File: src/hdl/csn_pkg.sv
// Shared types and constants for the color sensor normalizer.
// No dependencies; compile first.
`default_nettype none

package csn_pkg;

    // Quotient bits kept by the divider. A ratio of 1023 or more already
    // clamps to 255 after every correction, so larger ratios saturate.
    localparam int QBITS = 10;

    // Pipeline depth: QBITS divide stages, one scale stage, one merge stage.
    localparam int NSTG = QBITS + 2;

    // floor(x / 3) == (x * 2731) >> 13 for x < 8192; used as floor(2t/3).
    localparam int DIV3_MUL   = 2731;
    localparam int DIV3_SHIFT = 12;

    localparam int LEVEL_BITS    = 8;
    localparam int CFG_IDX_BITS  = 3;
    localparam int CFG_DATA_BITS = 16;

    // Configuration register indexes
    localparam logic [CFG_IDX_BITS-1:0] REG_DARK_CLEAR   = 3'd0;
    localparam logic [CFG_IDX_BITS-1:0] REG_BRIGHT_CLEAR = 3'd1;
    localparam logic [CFG_IDX_BITS-1:0] REG_WHITE_CLEAR  = 3'd2;
    localparam logic [CFG_IDX_BITS-1:0] REG_BLACK_LEVEL  = 3'd3;
    localparam logic [CFG_IDX_BITS-1:0] REG_SPREAD       = 3'd4;
    localparam logic [CFG_IDX_BITS-1:0] REG_OFFSET       = 3'd5;

    // Reset values
    localparam logic [15:0] DARK_CLEAR_RST   = 16'd250;
    localparam logic [15:0] BRIGHT_CLEAR_RST = 16'd650;
    localparam logic [15:0] WHITE_CLEAR_RST  = 16'd800;
    localparam logic [7:0]  BLACK_LEVEL_RST  = 8'd60;
    localparam logic [7:0]  SPREAD_RST       = 8'd40;
    localparam logic [7:0]  OFFSET_RST       = 8'd40;

    // Scene classification of one sample, carried down the pipeline
    typedef struct packed {
        logic zero;    // clear count is zero
        logic dark;    // clear below dark limit
        logic bright;  // clear above bright limit
        logic full;    // clear at full scale
        logic white;   // clear above white limit
    } csn_flags_t;

endpackage

`default_nettype wire

File: src/hdl/csn_ifs.sv
// Valid/ready channel interfaces for the color sensor normalizer.
// No dependencies besides the parameter given at instantiation.
`default_nettype none

interface csn_in_if #(parameter int CHANNEL_BITS = 16);
    logic                    valid;
    logic                    ready;
    logic [CHANNEL_BITS-1:0] clear_in;
    logic [CHANNEL_BITS-1:0] red_in;
    logic [CHANNEL_BITS-1:0] green_in;
    logic [CHANNEL_BITS-1:0] blue_in;

    modport source (output valid, clear_in, red_in, green_in, blue_in, input ready);
    modport sink   (input valid, clear_in, red_in, green_in, blue_in, output ready);
endinterface

interface csn_out_if #(parameter int CHANNEL_BITS = 16);
    logic                    valid;
    logic                    ready;
    logic [7:0]              red_out;
    logic [7:0]              green_out;
    logic [7:0]              blue_out;
    logic [CHANNEL_BITS-1:0] clear_out;

    modport source (output valid, red_out, green_out, blue_out, clear_out, input ready);
    modport sink   (input valid, red_out, green_out, blue_out, clear_out, output ready);
endinterface

interface csn_cfg_if;
    logic        valid;
    logic        ready;
    logic [2:0]  index;
    logic [15:0] data;

    modport source (output valid, index, data, input ready);
    modport sink   (input valid, index, data, output ready);
endinterface

`default_nettype wire

File: src/hdl/csn_lane.sv
// One color lane: pipelined restoring divider (x*256/clear) and scene scaling.
// Depends on csn_pkg.
`default_nettype none

module csn_lane #(
    parameter int CHANNEL_BITS = 16
) (
    input  logic                     clk,
    input  logic [csn_pkg::QBITS:0]  en,
    input  logic [CHANNEL_BITS-1:0]  raw,
    input  logic [CHANNEL_BITS-1:0]  den [csn_pkg::QBITS],
    input  csn_pkg::csn_flags_t      flg,
    input  logic [7:0]               offset,
    output logic [7:0]               level
);
    import csn_pkg::*;

    localparam int VW = QBITS;        // saturated ratio width
    localparam int TW = QBITS + 3;    // signed working width
    localparam int PW = 2 * (TW - 1); // reciprocal product width

    logic [CHANNEL_BITS-1:0] rem_reg [QBITS];
    logic [QBITS-1:0]        quo_reg [QBITS];
    logic                    sat_reg [QBITS];
    logic                    lsb_reg;

    logic [CHANNEL_BITS-1:0] rem_in [QBITS];
    logic                    nbit   [QBITS];
    logic [QBITS-1:0]        quo_in [QBITS];
    logic                    sat_in [QBITS];
    logic                    sat0;

    // ratio of 1024 or more when raw >= 4*clear
    assign sat0 = ({2'b00, raw} >= {den[0], 2'b00});

    always_ff @(posedge clk)
    begin
        if (en[0])
        begin
            lsb_reg <= raw[0];
        end
    end

    for (genvar s = 0; s < QBITS; s++)
    begin : g_div
        logic [CHANNEL_BITS:0]   shv;
        logic [CHANNEL_BITS:0]   dif;
        logic                    qb;

        if (s == 0)
        begin : g_first
            assign rem_in[s] = raw >> 2;
            assign nbit[s]   = raw[1];
            assign quo_in[s] = '0;
            assign sat_in[s] = sat0;
        end
        else
        begin : g_rest
            assign rem_in[s] = rem_reg[s-1];
            assign nbit[s]   = (s == 1) ? lsb_reg : 1'b0;
            assign quo_in[s] = quo_reg[s-1];
            assign sat_in[s] = sat_reg[s-1];
        end

        assign shv = {rem_in[s], nbit[s]};
        assign dif = shv - {1'b0, den[s]};
        assign qb  = ~dif[CHANNEL_BITS];

        always_ff @(posedge clk)
        begin
            if (en[s])
            begin
                rem_reg[s] <= qb ? dif[CHANNEL_BITS-1:0] : shv[CHANNEL_BITS-1:0];
                quo_reg[s] <= {quo_in[s][QBITS-2:0], qb};
                sat_reg[s] <= sat_in[s];
            end
        end
    end

    // Scale stage
    logic [VW-1:0]        v;
    logic signed [TW-1:0] d;
    logic signed [TW-1:0] t;
    logic [PW-1:0]        prod;
    logic [VW:0]          sum;
    logic [VW+1:0]        ks;
    logic [VW+3:0]        m3;
    logic [VW:0]          nv;
    logic [VW+2:0]        mag;
    logic [7:0]           level_reg;
    logic [7:0]           level_next;

    assign v    = sat_reg[QBITS-1] ? '1 : quo_reg[QBITS-1];
    assign d    = $signed({3'b000, v}) - $signed({{(TW-8){1'b0}}, offset});
    assign t    = flg.full ? (d <<< 1) : d;
    assign prod = {{(PW-TW+1){1'b0}}, t[TW-2:0]} * PW'(DIV3_MUL);
    assign sum  = {1'b0, v} + {{(VW-7){1'b0}}, offset};
    assign ks   = flg.full ? {sum, 1'b0} : {1'b0, sum};
    assign m3   = {2'b00, ks} + {1'b0, ks, 1'b0};
    assign nv   = flg.full ? {v, 1'b0} : {1'b0, v};

    always_comb
    begin
        if (flg.dark)
        begin
            if (t > 0)
            begin
                mag = (VW+3)'(prod[PW-1:DIV3_SHIFT]);
            end
            else
            begin
                mag = '0;
            end
        end
        else if (flg.bright)
        begin
            mag = m3[VW+3:1];
        end
        else
        begin
            mag = {2'b00, nv};
        end
        level_next = (mag > (VW+3)'(255)) ? 8'hFF : mag[7:0];
    end

    always_ff @(posedge clk)
    begin
        if (en[QBITS])
        begin
            level_reg <= level_next;
        end
    end

    assign level = level_reg;

endmodule

`default_nettype wire

File: src/hdl/csn_merge.sv
// Merge stage: grey test over the three lanes, white/black forcing, output register.
// Depends on csn_pkg.
`default_nettype none

module csn_merge (
    input  logic                clk,
    input  logic                en,
    input  logic [7:0]          level [3],
    input  csn_pkg::csn_flags_t flg,
    input  logic [7:0]          spread,
    input  logic [7:0]          black,
    output logic [7:0]          red,
    output logic [7:0]          green,
    output logic [7:0]          blue
);
    import csn_pkg::*;

    logic [7:0] hi;
    logic [7:0] lo;
    logic       grey;
    logic [7:0] red_reg, green_reg, blue_reg;
    logic [7:0] red_next, green_next, blue_next;

    always_comb
    begin
        hi = level[0];
        lo = level[0];
        for (int i = 1; i < 3; i++)
        begin
            if (level[i] > hi)
            begin
                hi = level[i];
            end
            if (level[i] < lo)
            begin
                lo = level[i];
            end
        end
        grey = ((hi - lo) <= spread);

        red_next   = level[0];
        green_next = level[1];
        blue_next  = level[2];
        if (flg.zero)
        begin
            red_next   = '0;
            green_next = '0;
            blue_next  = '0;
        end
        else if (grey && flg.white)
        begin
            red_next   = 8'hFF;
            green_next = 8'hFF;
            blue_next  = 8'hFF;
        end
        else if (grey && (hi < black) && flg.dark)
        begin
            red_next   = '0;
            green_next = '0;
            blue_next  = '0;
        end
    end

    always_ff @(posedge clk)
    begin
        if (en)
        begin
            red_reg   <= red_next;
            green_reg <= green_next;
            blue_reg  <= blue_next;
        end
    end

    assign red   = red_reg;
    assign green = green_reg;
    assign blue  = blue_reg;

endmodule

`default_nettype wire

File: src/hdl/color_sensor_normalizer.sv
// Color sensor normalizer top level: config registers, control pipeline, three lanes, merge.
// Pipeline from input transfer to output register: the divide stages, then the scale
// stage, then the merge stage.
// Throughput: one sample per cycle; each stage holds only while its successor is full.
// The per-lane divider retires one quotient bit per stage, which sets the depth.
// Reset (rst_n low, asynchronous): pipeline emptied, config registers to defaults.
// Depends on csn_pkg, csn_ifs, csn_lane, csn_merge.
`default_nettype none

module color_sensor_normalizer #(
    parameter int CHANNEL_BITS = 16
) (
    input  logic      clk,
    input  logic      rst_n,
    csn_in_if.sink    sample,
    csn_out_if.source color,
    csn_cfg_if.sink   cfg
);
    import csn_pkg::*;

    // common width for comparing clear against the 16-bit limits
    localparam int CW = (CHANNEL_BITS > CFG_DATA_BITS) ? CHANNEL_BITS : CFG_DATA_BITS;

    // ---------------------------------------------------------------
    // Configuration registers: always ready, unknown indexes dropped
    // ---------------------------------------------------------------
    logic [15:0] dark_lim_reg;
    logic [15:0] bright_lim_reg;
    logic [15:0] white_lim_reg;
    logic [7:0]  black_lim_reg;
    logic [7:0]  spread_reg;
    logic [7:0]  offset_reg;

    assign cfg.ready = 1'b1;

    always_ff @(posedge clk or negedge rst_n)
    begin
        if (!rst_n)
        begin
            dark_lim_reg   <= DARK_CLEAR_RST;
            bright_lim_reg <= BRIGHT_CLEAR_RST;
            white_lim_reg  <= WHITE_CLEAR_RST;
            black_lim_reg  <= BLACK_LEVEL_RST;
            spread_reg     <= SPREAD_RST;
            offset_reg     <= OFFSET_RST;
        end
        else if (cfg.valid)
        begin
            case (cfg.index)
                REG_DARK_CLEAR:   dark_lim_reg   <= cfg.data;
                REG_BRIGHT_CLEAR: bright_lim_reg <= cfg.data;
                REG_WHITE_CLEAR:  white_lim_reg  <= cfg.data;
                REG_BLACK_LEVEL:  black_lim_reg  <= cfg.data[7:0];
                REG_SPREAD:       spread_reg     <= cfg.data[7:0];
                REG_OFFSET:       offset_reg     <= cfg.data[7:0];
                default:          ;
            endcase
        end
    end

    // ---------------------------------------------------------------
    // Stage enables: a stage advances when it is empty or its successor
    // advances, so bubbles collapse and input keeps flowing while a
    // finished result waits in the output register, until every stage is full.
    // ---------------------------------------------------------------
    logic [NSTG-1:0] vld_reg;
    logic [NSTG-1:0] vld_next;
    logic [NSTG-1:0] en;

    always_comb
    begin
        en[NSTG-1] = ~vld_reg[NSTG-1] | color.ready;
        for (int s = NSTG - 2; s >= 0; s--)
        begin
            en[s] = ~vld_reg[s] | en[s+1];
        end
        for (int s = 0; s < NSTG; s++)
        begin
            if (en[s])
            begin
                vld_next[s] = (s == 0) ? sample.valid : vld_reg[(s == 0) ? 0 : s - 1];
            end
            else
            begin
                vld_next[s] = vld_reg[s];
            end
        end
    end

    always_ff @(posedge clk or negedge rst_n)
    begin
        if (!rst_n)
        begin
            vld_reg <= '0;
        end
        else
        begin
            vld_reg <= vld_next;
        end
    end

    assign sample.ready = en[0];

    // ---------------------------------------------------------------
    // Scene classification at entry; flags and clear ride alongside
    // ---------------------------------------------------------------
    logic [CW-1:0] clr_x;
    csn_flags_t    flg_in;
    csn_flags_t    flg_reg [QBITS+1];
    logic [CHANNEL_BITS-1:0] clr_reg [NSTG];
    logic [CHANNEL_BITS-1:0] den [QBITS];

    assign clr_x         = CW'(sample.clear_in);
    assign flg_in.zero   = (sample.clear_in == '0);
    assign flg_in.dark   = (clr_x < CW'(dark_lim_reg));
    assign flg_in.bright = (clr_x > CW'(bright_lim_reg));
    assign flg_in.full   = &sample.clear_in;
    assign flg_in.white  = (clr_x > CW'(white_lim_reg));

    always_ff @(posedge clk)
    begin
        for (int s = 0; s < NSTG; s++)
        begin
            if (en[s])
            begin
                clr_reg[s] <= (s == 0) ? sample.clear_in : clr_reg[(s == 0) ? 0 : s - 1];
            end
        end
        for (int s = 0; s <= QBITS; s++)
        begin
            if (en[s])
            begin
                flg_reg[s] <= (s == 0) ? flg_in : flg_reg[(s == 0) ? 0 : s - 1];
            end
        end
    end

    // divisor seen by each divide stage
    always_comb
    begin
        den[0] = sample.clear_in;
        for (int s = 1; s < QBITS; s++)
        begin
            den[s] = clr_reg[s-1];
        end
    end

    // ---------------------------------------------------------------
    // Lanes: red, green, blue
    // ---------------------------------------------------------------
    logic [7:0] level [3];

    csn_lane #(.CHANNEL_BITS(CHANNEL_BITS)) u_lane_red (
        .clk    (clk),
        .en     (en[QBITS:0]),
        .raw    (sample.red_in),
        .den    (den),
        .flg    (flg_reg[QBITS-1]),
        .offset (offset_reg),
        .level  (level[0])
    );

    csn_lane #(.CHANNEL_BITS(CHANNEL_BITS)) u_lane_green (
        .clk    (clk),
        .en     (en[QBITS:0]),
        .raw    (sample.green_in),
        .den    (den),
        .flg    (flg_reg[QBITS-1]),
        .offset (offset_reg),
        .level  (level[1])
    );

    csn_lane #(.CHANNEL_BITS(CHANNEL_BITS)) u_lane_blue (
        .clk    (clk),
        .en     (en[QBITS:0]),
        .raw    (sample.blue_in),
        .den    (den),
        .flg    (flg_reg[QBITS-1]),
        .offset (offset_reg),
        .level  (level[2])
    );

    // ---------------------------------------------------------------
    // Merge and output register
    // ---------------------------------------------------------------
    csn_merge u_merge (
        .clk    (clk),
        .en     (en[NSTG-1]),
        .level  (level),
        .flg    (flg_reg[QBITS]),
        .spread (spread_reg),
        .black  (black_lim_reg),
        .red    (color.red_out),
        .green  (color.green_out),
        .blue   (color.blue_out)
    );

    assign color.valid     = vld_reg[NSTG-1];
    assign color.clear_out = clr_reg[NSTG-1];

`ifndef SYNTH
    // an accepted sample occupies the first stage next cycle
    a_entry_fill: assert property (@(posedge clk) disable iff (!rst_n)
        sample.valid && sample.ready |=> vld_reg[0])
        else $error("accepted sample missing from first stage");

    // input stalls only when every stage is full
    a_stall_full: assert property (@(posedge clk) disable iff (!rst_n)
        !sample.ready |-> &vld_reg)
        else $error("input stalled with a bubble in the pipeline");

    // zero clear gives black
    a_zero_clear: assert property (@(posedge clk) disable iff (!rst_n)
        color.valid && (color.clear_out == '0) |->
            (color.red_out == 8'd0) && (color.green_out == 8'd0) && (color.blue_out == 8'd0))
        else $error("nonzero color with zero clear");
`endif

endmodule

`default_nettype wire
File: src/flat_wrapper.sv
// flat-port wrapper written by rule: the top's interface ports become plain ports
module color_sensor_normalizer_flat import csn_pkg::*;
#(
    parameter int CHANNEL_BITS = 16
)
  (clk, rst_n, sample_valid, sample_clear_in, sample_red_in, sample_green_in, sample_blue_in, sample_ready, color_valid, color_red_out, color_green_out, color_blue_out, color_clear_out, color_ready, cfg_valid, cfg_index, cfg_data, cfg_ready);
  csn_in_if #(.CHANNEL_BITS(CHANNEL_BITS)) sample_i ();
  csn_out_if #(.CHANNEL_BITS(CHANNEL_BITS)) color_i ();
  csn_cfg_if cfg_i ();
  input  logic clk;
  input  logic rst_n;
  input wire logic [$bits(sample_i.valid)-1:0] sample_valid;
  input wire logic [$bits(sample_i.clear_in)-1:0] sample_clear_in;
  input wire logic [$bits(sample_i.red_in)-1:0] sample_red_in;
  input wire logic [$bits(sample_i.green_in)-1:0] sample_green_in;
  input wire logic [$bits(sample_i.blue_in)-1:0] sample_blue_in;
  output wire logic [$bits(sample_i.ready)-1:0] sample_ready;
  output wire logic [$bits(color_i.valid)-1:0] color_valid;
  output wire logic [$bits(color_i.red_out)-1:0] color_red_out;
  output wire logic [$bits(color_i.green_out)-1:0] color_green_out;
  output wire logic [$bits(color_i.blue_out)-1:0] color_blue_out;
  output wire logic [$bits(color_i.clear_out)-1:0] color_clear_out;
  input wire logic [$bits(color_i.ready)-1:0] color_ready;
  input wire logic [$bits(cfg_i.valid)-1:0] cfg_valid;
  input wire logic [$bits(cfg_i.index)-1:0] cfg_index;
  input wire logic [$bits(cfg_i.data)-1:0] cfg_data;
  output wire logic [$bits(cfg_i.ready)-1:0] cfg_ready;
  assign sample_i.valid = sample_valid;
  assign sample_i.clear_in = sample_clear_in;
  assign sample_i.red_in = sample_red_in;
  assign sample_i.green_in = sample_green_in;
  assign sample_i.blue_in = sample_blue_in;
  assign sample_ready = sample_i.ready;
  assign color_valid = color_i.valid;
  assign color_red_out = color_i.red_out;
  assign color_green_out = color_i.green_out;
  assign color_blue_out = color_i.blue_out;
  assign color_clear_out = color_i.clear_out;
  assign color_i.ready = color_ready;
  assign cfg_i.valid = cfg_valid;
  assign cfg_i.index = cfg_index;
  assign cfg_i.data = cfg_data;
  assign cfg_ready = cfg_i.ready;
  color_sensor_normalizer #(.CHANNEL_BITS(CHANNEL_BITS)) u_core (.clk(clk), .rst_n(rst_n), .sample(sample_i), .color(color_i), .cfg(cfg_i));
endmodule
File: config.mk
export PLATFORM = sky130hd
export DESIGN_NAME = color_sensor_normalizer_flat
export DESIGN_NICKNAME = d
export VERILOG_FILES = /design/src/hdl/csn_pkg.sv /design/src/hdl/csn_ifs.sv /design/src/hdl/csn_lane.sv /design/src/hdl/csn_merge.sv /design/src/hdl/color_sensor_normalizer.sv /design/src/flat_wrapper.sv
export SDC_FILE = /design/constraint.sdc
export NUM_CORES = 2
export LEC_CHECK = 0
export ABC_AREA = 1
export ABC_CLOCK_PERIOD_IN_PS = 34300
export BUFFER_PORTS_ARGS = -buffer_cell sky130_fd_sc_hd__buf_2
export CAP_MARGIN = 20
export CORE_MARGIN = 2
export CORE_UTILIZATION = 60
export DETAILED_ROUTE_END_ITERATION = 16
export PLACE_DENSITY = 0.76
export SLEW_MARGIN = 25
export SYNTH_ARGS = -nofsm -noshare
export SYNTH_HDL_FRONTEND = slang
export SYNTH_SLANG_ARGS = --single-unit
export TNS_END_PERCENT = 50
File: constraint.sdc
create_clock -name clk -period 34.3 [get_ports clk]
set_input_delay 6.86 -clock clk [delete_from_list [all_inputs] [get_ports clk]]
set_output_delay 6.86 -clock clk [all_outputs]
set_load 0.02 [all_outputs]
==> summary by stage <==
Outcome
The flow ran to the end, and the final reports show no timing, DRC or antenna violations.

Timing
The worst-margin pin slew is 1.013 ns. The final-report hold violation count is 0. Headroom to the max-slew limit came out at 31.77%. Setup repair after global routing left no endpoint under its margin. The highest achievable clock rate is 0.05528 GHz.

The smallest clock period supported by the final layout is computed as 18.09 ns. The fraction of the cycle the final worst path needs is 52.74%. The post-route clock skew is 0.04820 ns.

The final count of pins violating max slew came to 0. After routing, the total negative slack on setup checks comes to 0 ns. Setup violations remaining at the end of the flow were counted as 0.

Global route
The via count of the first global-routing pass is 53053. The pin count of the biggest net entering global routing is 77. The first global-routing pass estimated 272.8 mm of wire. The global router's overall resource usage is 27.84%. The initial antenna violation count is 3. The aggregate global routing overflow is 0.

Floorplanning
The die is 351.5 um tall. The die boundary width is 351.5 um. The area enclosed by the die boundary is 123500 um2.

The initial cell density of the core is 60.46%. 131 I/O pins were placed. The placeable core region is 119800 um2. The floorplan has 127 rows.

Setup path
The largest single stage delay on the critical path is 0.72 ns. The slowest stage of the critical path is the sky130_fd_sc_hd__clkinv_2 cell. For the worst setup path, the data arrival time is 11.23 ns. The reg-to-reg setup timing slack is 26.49 ns. The critical path goes through buf_2 > nor2_1 > clkinv_2 > nor2_2 > inv_2 > nor2_1 > inv_2 > buf_4 > nor2_2 > inv_4 > nor2_2 > nand2_4 > nor2_4 > nand2_4 > nor2_2 > nand2_4 > nor2_4 > nand2_4 > buf_2. STA classifies the critical path endpoint as an output port. The number of buffer and inverter instances along the worst setup path is 7. The startpoint class of the critical path is an input pin. Data on the critical path is required at its endpoint by 27.44 ns. The cell class contributing the biggest share of worst-path delay is simple AND/OR/NAND/NOR gates. Along the worst path, the maximum fanout reaches 56.

The worst setup path category is input pin to output port.

Logic synthesis
In this run, synthesis produced a sequential element count of 1007. When the netlist entered floorplanning its net count stood at 8957. The yosys synthesis warning count is 0. The post-synthesis instance total is 7812. In the synthesized netlist the dominant register cell turns out to be sky130_fd_sc_hd__edfxtp_1.

The area share of the largest cell type after synthesis is 38.26%. A synthesized cell averages 9.273 um2. In the post-synthesis netlist, the biggest area contributors are sky130_fd_sc_hd__edfxtp_1 (38%), sky130_fd_sc_hd__ha_1 (16%), sky130_fd_sc_hd__nand2_1 (8.2%), sky130_fd_sc_hd__inv_1 (5.2%), sky130_fd_sc_hd__o21ai_0 (4.4%). The count of distinct cell types in the synthesized netlist is 72. The biggest area consumer among synthesized cells is sky130_fd_sc_hd__edfxtp_1.

The sequential fraction of the synthesis area is 41.20%. Of all flip-flops after synthesis, the portion carrying an async set or reset was 8.342%. The synthesized area is 72440 um2. Yosys mapped a number of flops with a built-in enable equal to 923.

Route
The detailed router placed 53938 vias in this run. In this run, the number of DRC markers left after iteration 0 of detailed routing was 3596. The detailed-router iteration count before antenna repair is 6. After detailed routing, the average wire length per cell comes to 17.62 um.

After detailed routing, the number of remaining DRC violations is 0. The routed design has 169.6 mm of wire. The count of nets left with antenna violations once routing finished came out at 0. The detailed-route vias per instance is 5.603.

CTS
The total setup buffers inserted after CTS is 0. The H-tree generated during clock tree synthesis spans 3 levels. The TritonCTS buffer count is 105. The CTS tree is yes.

The later pin in the worst-skew pair is clocked with a latency of 0.73 ns. Clock-pin slew was measured on the worst setup and hold paths at 0.06 ns. In this run the deepest clock path goes through 3 buffers. The clock tree root buffer cell is sky130_fd_sc_hd__clkbuf_16. In this run, post-CTS hold repair placed 0 buffers. The tree built by TritonCTS fans out to 1007 sinks. After clock tree synthesis, the repair step resized 0 gates.

Layout
The register with the most flip-flops in the layout has 192 of them. In the final layout, the multi-input gates occupy 37890 um2. The area added between synthesis and finish is 7.771%. The number of nets in the layout is 9070. With fillers left out, the area of the finished cells amounts to 78070 um2. In the final layout, the share of cells above drive strength 1 is 6.601%. The number of standard cells in the final layout excluding fillers is 9627. The most common library cell in the layout ignoring fill and taps is sky130_fd_sc_hd__nand2_1.

The top cell types in the final layout, fill and taps aside, are sky130_fd_sc_hd__nand2_1 (1575), sky130_fd_sc_hd__inv_1 (1006), sky130_fd_sc_hd__edfxtp_1 (923), sky130_fd_sc_hd__ha_1 (910), sky130_fd_sc_hd__o21ai_0 (633). Across the whole layout, storage elements account for 29840 um2. The layout has 9723 filler cells.

Placement
The count of placed standard cells including taps is 9430. Routability-driven placement finished with a final weighted congestion of 0.9511. The total of buffers placed on input and output ports is 129. Once placement finished, the instance area stood at 74470 um2. The detailed placement HPWL is 136.5 mm.

Run
Across the run, the number of max-cap violations was 0.

Worst hold path
The type of the tightest min-delay check is register to register.
==> layout make-up <==
type | instances | share of cell area, %
multi-input combinational | 5618 | 48.53
sequential | 1007 | 38.23
clock inverter | 72 | 1.059
clock buffer | 124 | 3.537
tap | 1612 | 2.584
timing repair buffer | 149 | 1.023
inverter | 1044 | 5.031
antenna | 1 | 0.003205
==> layer usage <==
layer | vias to the layer above | track usage, % | routed length [um]
met5 | - | 0 | 27
met1 | 25138 | 35.05 | 72230
li1 | 27041 | - | -
met4 | 4 | 13.23 | 8719
met3 | 388 | 3.581 | 7746
met2 | 1367 | 47.62 | 80870
==> per-stage QoR <==
| step | util, % | worst slack [ns] | hold WS [ns] |
|---|---|---|---|
| after floorplan | - | 14.06 | 0.4003 |
| after global placement | 62.16 | 16.69 | 0.4009 |
| after detailed placement | 62.16 | 16.61 | 0.4045 |
| after CTS | 65.15 | 16.52 | 0.3862 |
| after global routing | 65.16 | 15.90 | 0.3951 |
| final | 65.16 | 16.21 | 0.3910 |
==> final timing paths <==
kind                                                            from                                   endpoint  cells after the start
min in group asynchronous                                      rst_n           u_core.spread_reg[2]$_DFFE_PN0P_                      1
setup / recovery                                         color_ready                               sample_ready                     19
setup reg to reg                    u_core.offset_reg[1]$_DFFE_PN0P_   u_core.u_lane_red.level[0]$_SDFFCE_PN1P_                     30
hold / removal             u_core.u_lane_red.quo_reg[6][3]$_DFFE_PP_  u_core.u_lane_red.quo_reg[7][4]$_DFFE_PP_                      0
hold reg to reg            u_core.u_lane_red.quo_reg[6][3]$_DFFE_PP_  u_core.u_lane_red.quo_reg[7][4]$_DFFE_PP_                      0
max in group asynchronous                                      rst_n              u_core.vld_reg[8]$_DFFE_PN0P_                      2
==> synthesized netlist by cell type, types with 6 or more instances <==
cell type / instances
sky130_fd_sc_hd__a21oi_1: 625
sky130_fd_sc_hd__nand3_2: 6
sky130_fd_sc_hd__ha_1: 910
sky130_fd_sc_hd__a211oi_1: 29
sky130_fd_sc_hd__xnor2_1: 210
sky130_fd_sc_hd__buf_6: 11
sky130_fd_sc_hd__nor2_1: 309
sky130_fd_sc_hd__dfrtp_1: 63
sky130_fd_sc_hd__fa_1: 147
sky130_fd_sc_hd__buf_2: 50
sky130_fd_sc_hd__nand3_1: 261
sky130_fd_sc_hd__nand4_1: 51
sky130_fd_sc_hd__a31oi_1: 59
sky130_fd_sc_hd__o2111ai_1: 7
sky130_fd_sc_hd__nor3_1: 56
sky130_fd_sc_hd__o21a_1: 12
sky130_fd_sc_hd__o21ai_2: 45
sky130_fd_sc_hd__clkbuf_1: 43
sky130_fd_sc_hd__xor2_1: 212
sky130_fd_sc_hd__a21o_1: 75
sky130_fd_sc_hd__nand2_1: 1575
sky130_fd_sc_hd__edfxtp_1: 923
sky130_fd_sc_hd__inv_2: 31
sky130_fd_sc_hd__nand3b_1: 32
sky130_fd_sc_hd__dfstp_2: 21
sky130_fd_sc_hd__o21ai_0: 633
sky130_fd_sc_hd__nand2_2: 43
sky130_fd_sc_hd__nor4_1: 15
sky130_fd_sc_hd__nor2_2: 9
sky130_fd_sc_hd__o21ai_1: 74
sky130_fd_sc_hd__nand2_4: 7
sky130_fd_sc_hd__o21bai_1: 18
sky130_fd_sc_hd__o211ai_1: 19
sky130_fd_sc_hd__inv_1: 1010
sky130_fd_sc_hd__o31ai_1: 35
sky130_fd_sc_hd__or2_2: 16
sky130_fd_sc_hd__buf_4: 25
sky130_fd_sc_hd__a21boi_0: 54
sky130_fd_sc_hd__clkbuf_2: 14
sky130_fd_sc_hd__a21oi_2: 6
==> logic make-up (layout without fill, tap and decap cells) <==
logic type	after synthesis	in the layout	share of synthesized area, %
and+or+nand+nor	2406	2406	13.96
AOI/OAI and AO/OA	1728	1728	13.38
buffers and inverters	1187	1389	6.508
adders and majority gates	1057	1057	19.78
DFF	1007	1007	41.20
xor gates and xnor gates	422	422	5.102
muxes	4	4	0.05527
other	1	2	0.005177
Power is not shown: default switching activity piles up to over one toggle a cycle in this logic, so the estimate is an artifact.
